### config.mk
export PLATFORM = sky130hd
export DESIGN_NAME = overwriting_ring_buffer_core
export DESIGN_NICKNAME = d
export VERILOG_FILES = /design/src/rtl/orb_pkg.sv /design/src/rtl/overwriting_ring_buffer_core.sv /design/src/rtl/orb_ctrl.sv /design/src/rtl/orb_datapath.sv
export SDC_FILE = /design/constraint.sdc
export NUM_CORES = 2
export LEC_CHECK = 0
export BUFFER_PORTS_ARGS = -buffer_cell sky130_fd_sc_hd__clkbuf_2
export CAP_MARGIN = 5
export CELL_PAD_IN_SITES_DETAIL_PLACEMENT = 1
export CELL_PAD_IN_SITES_GLOBAL_PLACEMENT = 2
export CORE_ASPECT_RATIO = 1.5
export CORE_MARGIN = 2
export CORE_UTILIZATION = 55
export CTS_CLUSTER_DIAMETER = 120
export DETAILED_ROUTE_END_ITERATION = 16
export GPL_TIMING_DRIVEN = 1
export PLACE_DENSITY_LB_ADDON = 0.1
export SETUP_SLACK_MARGIN = 0.1
export SYNTH_ARGS = -nofsm -noshare
export SYNTH_HDL_FRONTEND = slang
export SYNTH_SLANG_ARGS = --single-unit
### constraint.sdc
create_clock -name clk -period 12.8 [get_ports clk]
set_clock_uncertainty 0.05 [all_clocks]
set_input_delay 0.64 -clock clk [delete_from_list [all_inputs] [get_ports clk]]
set_output_delay 0.64 -clock clk [all_outputs]
set_load 0.03 [all_outputs]
### src/rtl/orb_pkg.sv
// ----------------------------------------------------------------------------
// orb_pkg
// Shared types and codes for the overwriting ring buffer.
// ----------------------------------------------------------------------------
`default_nettype none

package orb_pkg;

  localparam int OP_W  = 2;
  localparam int CFG_W = 7;
  localparam int RMV_W = 7;

  localparam logic [OP_W-1:0] OP_APPEND = 2'd0;
  localparam logic [OP_W-1:0] OP_REMOVE = 2'd1;
  localparam logic [OP_W-1:0] OP_LIST   = 2'd2;

  typedef struct packed {
    logic do_cfg;
    logic do_append;
    logic do_remove;
    logic do_list_load;
    logic do_read;
  } cmd_t;

  typedef struct packed {
    logic empty;
    logic read_last;
    logic out_free;
  } status_t;

endpackage

`default_nettype wire

### src/rtl/overwriting_ring_buffer_core.sv
// ----------------------------------------------------------------------------
// overwriting_ring_buffer_core
// Ring buffer of entry words that overwrites its oldest entry when full.
// ----------------------------------------------------------------------------
// Input channel (in_valid / in_stall) carries append, remove and list items.
// Append and remove produce no output; back-to-back
// appends and removes are accepted every cycle.
// A list on a buffer holding n entries stalls the input while its n entries
// are read out: the read pointer loads at the accepting edge, then one memory
// read per cycle through the single read port while the output is free. The
// first entry is registered onto entry_out by the first read; last_of_list
// marks the newest entry. A list on an empty buffer produces no output.
// Output stall holds the current transfer and pauses the read-out; the input
// stays stalled until the last read is issued.
// Config channel (cfg_valid / cfg_ready) writes capacity_in_use (0 acts as 1,
// above DEPTH acts as DEPTH) and empties the buffer; it is ready only when no
// list is running and no input item is offered. Reset empties the buffer and
// sets the capacity to DEPTH.
// ----------------------------------------------------------------------------
`default_nettype none

module overwriting_ring_buffer_core #(
  parameter int DEPTH       = 64,
  parameter int ENTRY_WIDTH = 64
) (
  input  wire logic                        clk,
  input  wire logic                        rst,
  input  wire logic                        in_valid,
  output logic                             in_stall,
  input  wire logic [orb_pkg::OP_W-1:0]    operation,
  input  wire logic [ENTRY_WIDTH-1:0]      entry_value,
  input  wire logic [orb_pkg::RMV_W-1:0]   remove_count,
  output logic                             out_valid,
  input  wire logic                        out_stall,
  output logic [ENTRY_WIDTH-1:0]           entry_out,
  output logic                             last_of_list,
  input  wire logic                        cfg_valid,
  output logic                             cfg_ready,
  input  wire logic [orb_pkg::CFG_W-1:0]   capacity_in_use
);

  orb_pkg::cmd_t    cmd;
  orb_pkg::status_t status;

  orb_ctrl u_ctrl (
    .clk       (clk),
    .rst       (rst),
    .in_valid  (in_valid),
    .in_stall  (in_stall),
    .operation (operation),
    .cfg_valid (cfg_valid),
    .cfg_ready (cfg_ready),
    .status    (status),
    .cmd       (cmd)
  );

  orb_datapath #(
    .DEPTH       (DEPTH),
    .ENTRY_WIDTH (ENTRY_WIDTH)
  ) u_datapath (
    .clk             (clk),
    .rst             (rst),
    .cmd             (cmd),
    .status          (status),
    .capacity_in_use (capacity_in_use),
    .entry_value     (entry_value),
    .remove_count    (remove_count),
    .out_valid       (out_valid),
    .out_stall       (out_stall),
    .entry_out       (entry_out),
    .last_of_list    (last_of_list)
  );

endmodule

`default_nettype wire

### src/rtl/orb_ctrl.sv
// ----------------------------------------------------------------------------
// orb_ctrl
// Controller: grants config, decodes accepted items and sequences the list read-out.
// ----------------------------------------------------------------------------
`default_nettype none

module orb_ctrl (
  input  wire logic                       clk,
  input  wire logic                       rst,
  input  wire logic                       in_valid,
  output logic                            in_stall,
  input  wire logic [orb_pkg::OP_W-1:0]   operation,
  input  wire logic                       cfg_valid,
  output logic                            cfg_ready,
  input  wire orb_pkg::status_t           status,
  output orb_pkg::cmd_t                   cmd
);

  localparam logic ST_IDLE = 1'b0;
  localparam logic ST_LIST = 1'b1;

  logic state;
  logic state_next;
  logic in_fire;
  logic cfg_fire;

  assign in_stall  = (state != ST_IDLE);
  assign cfg_ready = (state == ST_IDLE) && !in_valid;
  assign in_fire   = in_valid && !in_stall;
  assign cfg_fire  = cfg_valid && cfg_ready;

  always_comb begin
    cmd        = '0;
    state_next = state;
    case (state)
      ST_IDLE: begin
        if (cfg_fire) begin
          cmd.do_cfg = 1'b1;
        end else if (in_fire) begin
          case (operation)
            orb_pkg::OP_APPEND: cmd.do_append = 1'b1;
            orb_pkg::OP_REMOVE: cmd.do_remove = 1'b1;
            orb_pkg::OP_LIST: begin
              if (!status.empty) begin
                cmd.do_list_load = 1'b1;
                state_next       = ST_LIST;
              end
            end
            default: ;
          endcase
        end
      end
      ST_LIST: begin
        if (status.out_free) begin
          cmd.do_read = 1'b1;
          if (status.read_last) begin
            state_next = ST_IDLE;
          end
        end
      end
      default: state_next = ST_IDLE;
    endcase
  end

  always_ff @(posedge clk) begin
    if (rst) begin
      state <= ST_IDLE;
    end else begin
      state <= state_next;
    end
  end

endmodule

`default_nettype wire

### src/rtl/orb_datapath.sv
// ----------------------------------------------------------------------------
// orb_datapath
// Ring pointers, entry memory, list read pointer and output register.
// ----------------------------------------------------------------------------
`default_nettype none

module orb_datapath #(
  parameter int DEPTH       = 64,
  parameter int ENTRY_WIDTH = 64
) (
  input  wire logic                        clk,
  input  wire logic                        rst,
  input  wire orb_pkg::cmd_t               cmd,
  output orb_pkg::status_t                 status,
  input  wire logic [orb_pkg::CFG_W-1:0]   capacity_in_use,
  input  wire logic [ENTRY_WIDTH-1:0]      entry_value,
  input  wire logic [orb_pkg::RMV_W-1:0]   remove_count,
  output logic                             out_valid,
  input  wire logic                        out_stall,
  output logic [ENTRY_WIDTH-1:0]           entry_out,
  output logic                             last_of_list
);

  localparam int IDX_W = $clog2(DEPTH);
  localparam int CNT_W = $clog2(DEPTH + 1);
  localparam int CMP_W = (CNT_W > orb_pkg::CFG_W) ? CNT_W : orb_pkg::CFG_W;
  localparam logic [CNT_W-1:0] CAP_MAX  = CNT_W'(DEPTH);
  localparam logic [IDX_W-1:0] IDX_LAST = IDX_W'(DEPTH - 1);

  logic [ENTRY_WIDTH-1:0] mem [DEPTH];

  logic [CNT_W-1:0] cap;
  logic [IDX_W-1:0] oldest;
  logic [IDX_W-1:0] newest;
  logic [CNT_W-1:0] count;
  logic [IDX_W-1:0] pos;
  logic [CNT_W-1:0] remaining;

  logic [CNT_W-1:0] cap_cfg;
  logic [CNT_W-1:0] newest_inc;
  logic [IDX_W-1:0] newest_wrap;
  logic [CNT_W-1:0] oldest_inc;
  logic [IDX_W-1:0] oldest_wrap;
  logic [CNT_W-1:0] pos_inc;
  logic [IDX_W-1:0] pos_wrap;
  logic             rmv_all;
  logic [CNT_W-1:0] rmv_k;
  logic [CNT_W:0]   rmv_sum;
  logic [IDX_W-1:0] rmv_wrap;

  always_comb begin
    if (capacity_in_use == '0) begin
      cap_cfg = CNT_W'(1);
    end else if (CMP_W'(capacity_in_use) > CMP_W'(CAP_MAX)) begin
      cap_cfg = CAP_MAX;
    end else begin
      cap_cfg = CNT_W'(capacity_in_use);
    end
  end

  assign newest_inc  = CNT_W'(newest) + CNT_W'(1);
  assign newest_wrap = (newest_inc >= cap) ? '0 : IDX_W'(newest_inc);
  assign oldest_inc  = CNT_W'(oldest) + CNT_W'(1);
  assign oldest_wrap = (oldest_inc >= cap) ? '0 : IDX_W'(oldest_inc);
  assign pos_inc     = CNT_W'(pos) + CNT_W'(1);
  assign pos_wrap    = (pos_inc >= cap) ? '0 : IDX_W'(pos_inc);

  assign rmv_all  = CMP_W'(remove_count) >= CMP_W'(count);
  assign rmv_k    = CNT_W'(remove_count);
  assign rmv_sum  = (CNT_W+1)'(oldest) + (CNT_W+1)'(rmv_k);
  assign rmv_wrap = (rmv_sum >= (CNT_W+1)'(cap)) ? IDX_W'(rmv_sum - (CNT_W+1)'(cap))
                                                 : IDX_W'(rmv_sum);

  assign status.empty     = (count == '0);
  assign status.read_last = (remaining == CNT_W'(1));
  assign status.out_free  = !out_valid || !out_stall;

  always_ff @(posedge clk) begin
    if (rst) begin
      cap       <= CAP_MAX;
      oldest    <= '0;
      newest    <= IDX_LAST;
      count     <= '0;
      pos       <= '0;
      remaining <= '0;
    end else begin
      if (cmd.do_cfg) begin
        cap    <= cap_cfg;
        oldest <= '0;
        newest <= IDX_W'(cap_cfg - CNT_W'(1));
        count  <= '0;
      end
      if (cmd.do_append) begin
        newest <= newest_wrap;
        if (count >= cap) begin
          oldest <= oldest_wrap;
        end else begin
          count <= count + CNT_W'(1);
        end
      end
      if (cmd.do_remove) begin
        if (rmv_all) begin
          oldest <= '0;
          newest <= IDX_W'(cap - CNT_W'(1));
          count  <= '0;
        end else begin
          oldest <= rmv_wrap;
          count  <= count - rmv_k;
        end
      end
      if (cmd.do_list_load) begin
        pos       <= oldest;
        remaining <= count;
      end
      if (cmd.do_read) begin
        pos       <= pos_wrap;
        remaining <= remaining - CNT_W'(1);
      end
    end
  end

  always_ff @(posedge clk) begin
    if (cmd.do_append) begin
      mem[newest_wrap] <= entry_value;
    end
  end

  always_ff @(posedge clk) begin
    if (cmd.do_read) begin
      entry_out    <= mem[pos];
      last_of_list <= status.read_last;
    end
  end

  always_ff @(posedge clk) begin
    if (rst) begin
      out_valid <= 1'b0;
    end else if (cmd.do_read) begin
      out_valid <= 1'b1;
    end else if (!out_stall) begin
      out_valid <= 1'b0;
    end
  end

endmodule

`default_nettype wire

==> results.yml <==
sta:
  hold_viol: 0
  worstMarginPinSlew_ns: 1.563
  fin_tns_setup_ns: 0
  slew_headroom_pct: -4.682
  fin_crit_ns: 6.891
  max_freq_mhz: 145.1
  setup_viol: 0
  final_max_slew_viol_count: 2
  rsz0062_at_grt: "false"
  timing.final.crit_share_pct: 53.83
yosys:
  seq_area_frac_synth_pct: 77.81
  yosysUniqueCellTypes: 66
  yosysWarnings: 0
  synth_cells: 7096
  synthTopCellsByCount: "edfxtp_1 (4161), mux4_2 (1043), mux2i_1 (344)"
  syn_nets: 7241
  synth.avg_cell_area_um2: 22.78
  ys_ff_latch: 4202
  ys.flop_type: "edfxtp_1"
  synthMostInstantiatedCell: "edfxtp_1"
  yosysTopAreaCell: "edfxtp_1"
  ys_async_sr_fraction_pct: 0
  mappedNetlistArea_um2: 161600
  synth_area_leaders: "edfxtp_1 (77%), mux4_2 (15%), mux2i_1 (2.1%)"
  synth_edf_count: 4161
  synth_top_area_share_pct: 77.30
cells_and_area:
  syn_to_final_growth_pct: 11.88
  multi_input_comb_area_um2: 34470
  final_core_util_pct: 61.89
  fin_nets: 7666
  design_area_um2: 180800
  num-fill-cells: 23180
  regArea_um2: 125800
  drive_above_1_share_pct: 26.93
drt:
  wl_mm: 475.8
  drt-initial-drc-count: 9317
  vias: 78350
  drtPass1Iterations: 6
  drc_errors: 0
  wl_per_cell_um: 40.46
  postRouteAntennaNets: 0
  viasPerCell: 6.662
global_routing:
  grt_pass1_vias: 82060
  grt_overflow: 0
  grt_max_degree: 117
  grt_pass1_wl_mm: 659.5
  grt_usage_pct: 32.27
  antenna_found_initial: 27
worst_setup_path:
  required_ns: 13.27
  cp_num_buf_inv: 2
  path_cells: "ha_1 -> xnor2_1 -> clkinv_1 -> ha_1 -> nor2_1 -> nor2_1 -> a211oi_4 -> and2_1 -> nand4_1 -> nor2_4 -> buf_4"
  critical_path.max_fanout: 42
  start_kind: "flop"
  critPathTopFamily: "simple AND/OR/NAND/NOR gates"
  slowest_stage: "nor2_4"
  max_stage_delay_ns: 1.07
  arrival_ns: 7.36
  path_class: "flop to flop"
  cp-end-kind: "flop"
outcome:
  outcome: "complete, but fails checks"
  violations: "capacitance limit, slew limit"
floorplan:
  rows: 243
  die_w_um: 446.6
  die_area_um2: 298300
  dieHeight_um: 668.0
  core_area_um2: 292200
  initial_utilization_pct: 55.32
  io_pins: 153
clocking:
  clk_latency_ns: 0.94
  cts_setup_buffers: 0
  clock_sinks: 4202
  cts_buffer_depth: 4
  post_cts_resize_count: 0
  cts_made_buffers: 385
  clkTransAtPathRegs_ns: 0.06
  clock_tree.root_cell: "clkbuf_16"
  cts_tree: "yes"
  cts_max_level: 5
power_and_ir_drop:
  p_leak_nw: 54.59
  powerDensity_nw_per_um2: 161.5
  vdd_drop_max_mv: 0.1208
placed_design:
  place.gp.congestion: 0.8526
  dp_hpwl_mm: 280.8
  port-buffer-count: 152
  placed_area_um2: 168200
job:
  cap_violations: 1
hold_path:
  hold_path_class: "input pin to flop"
[area by class of cell]
| type | count | area share [%] |
|---|---|---|
| clock inverter | 230 | 1.331 |
| antenna | 16 | 0.02214 |
| timing repair buffer | 415 | 1.624 |
| multi-input combinational | 2486 | 19.06 |
| sequential | 4202 | 69.56 |
| clock buffer | 461 | 5.625 |
| inverter | 31 | 0.06711 |
| tap | 3920 | 2.712 |
[report_power, final]
group	internal (W)	switching [W]	total, W	leakage (nW)
sequential	0.0152	0.0000547	0.0153	37.7
clock	0.00662	0.00508	0.0117	6.12
combinational	0.000756	0.00148	0.00223	10.7
total	0.0226	0.00661	0.0292	54.6
[sequential cells by signal, indices dropped and copies added (netlist names)]
register                 cells
u_datapath.pos               6
u_datapath.remaining         7
u_ctrl.in_stall              1
u_datapath.mem            4096
u_datapath.count             7
u_datapath.entry_out        64
u_datapath.oldest            6
u_datapath.newest            6
u_datapath.out_valid         1
u_datapath.last_of_list      1
u_datapath.cap               7
[layer usage]
| layer | GRT usage, % | up-vias | wire, µm |
|---|---|---|---|
| li1 | - | 31100 | - |
| met1 | 40.09 | 42950 | 170200 |
| met2 | 55.82 | 3492 | 248000 |
| met3 | 3.711 | 807 | 27550 |
| met4 | 17.29 | 12 | 29960 |
| met5 | 0 | - | 87 |
[placed cells by master, fill, tap and decap left out, types with 10 or more instances in the layout]
cell type	count
edfxtp_1	4161
mux4_2	1043
clkbuf_16	395
mux2i_1	344
buf_4	267
a21oi_1	117
a22oi_1	112
nand2_1	102
nor2_1	102
clkbuf_2	101
a211oi_1	87
clkinv_1	85
o21ai_0	67
clkbuf_1	62
nor2_4	58
ha_1	57
clkinv_2	57
o22ai_1	52
bufinv_16	47
nor2b_1	37
dfxtp_1	36
a221oi_1	33
buf_2	33
inv_1	29
nand3_1	23
xnor2_1	20
and3_1	20
clkinvlp_4	19
a31oi_1	18
o211ai_1	18
diode_2	16
nor3_1	15
inv_6	12
nand2b_1	12
buf_12	12
a21o_1	11
nor4_1	11
nand4_1	10
[final timing paths]
| check | slack, ns | endpoint | start | cells past startpoint |
|---|---|---|---|---|
| min | 0.09 | u_datapath.mem[4][41] | entry_value[41] | 1 |
| max reg2reg | 5.91 | u_datapath.mem[2][41] | u_datapath.newest[0] | 11 |
| max | 5.91 | u_datapath.mem[2][41] | u_datapath.newest[0] | 11 |
| min reg2reg | 0.44 | u_datapath.cap[3] | u_datapath.cap[3] | 2 |
[per-stage QoR]
step	hold slack [ns]	cells	power (W)	worst slack, ns
2_1_floorplan	0.3819	7096	0.01673	5.110
3_3_place_gp	0.3946	11050	0.01776	6.136
3_5_place_dp	0.4088	11050	0.01780	6.085
4_1_cts	0.03113	11750	0.02934	6.056
5_1_grt	0.05242	11760	0.02985	5.568
6_report	0.09320	11760	0.02920	5.909
[kinds of logic (layout without fill, tap and decap cells)]
| group | count (synthesis) | in the layout | share of synthesized area [%] |
|---|---|---|---|
| compound gates | 566 | 566 | 2.353 |
| xor+xnor | 26 | 26 | 0.1409 |
| fa+ha+maj | 60 | 60 | 0.4784 |
| buf+inv | 408 | 1137 | 1.220 |
| flops | 4202 | 4202 | 77.81 |
| mux | 1391 | 1391 | 16.69 |
| other cells | 0 | 16 | 0 |
| simple gates | 443 | 443 | 1.310 |
[what timing repair did]
action / CTS / global route
endpoints found under the setup margin: 0 / 0
hold buffers: 1 / 0
endpoints found under the hold margin: 2 / 0
Power figures use the tool's default switching activity.
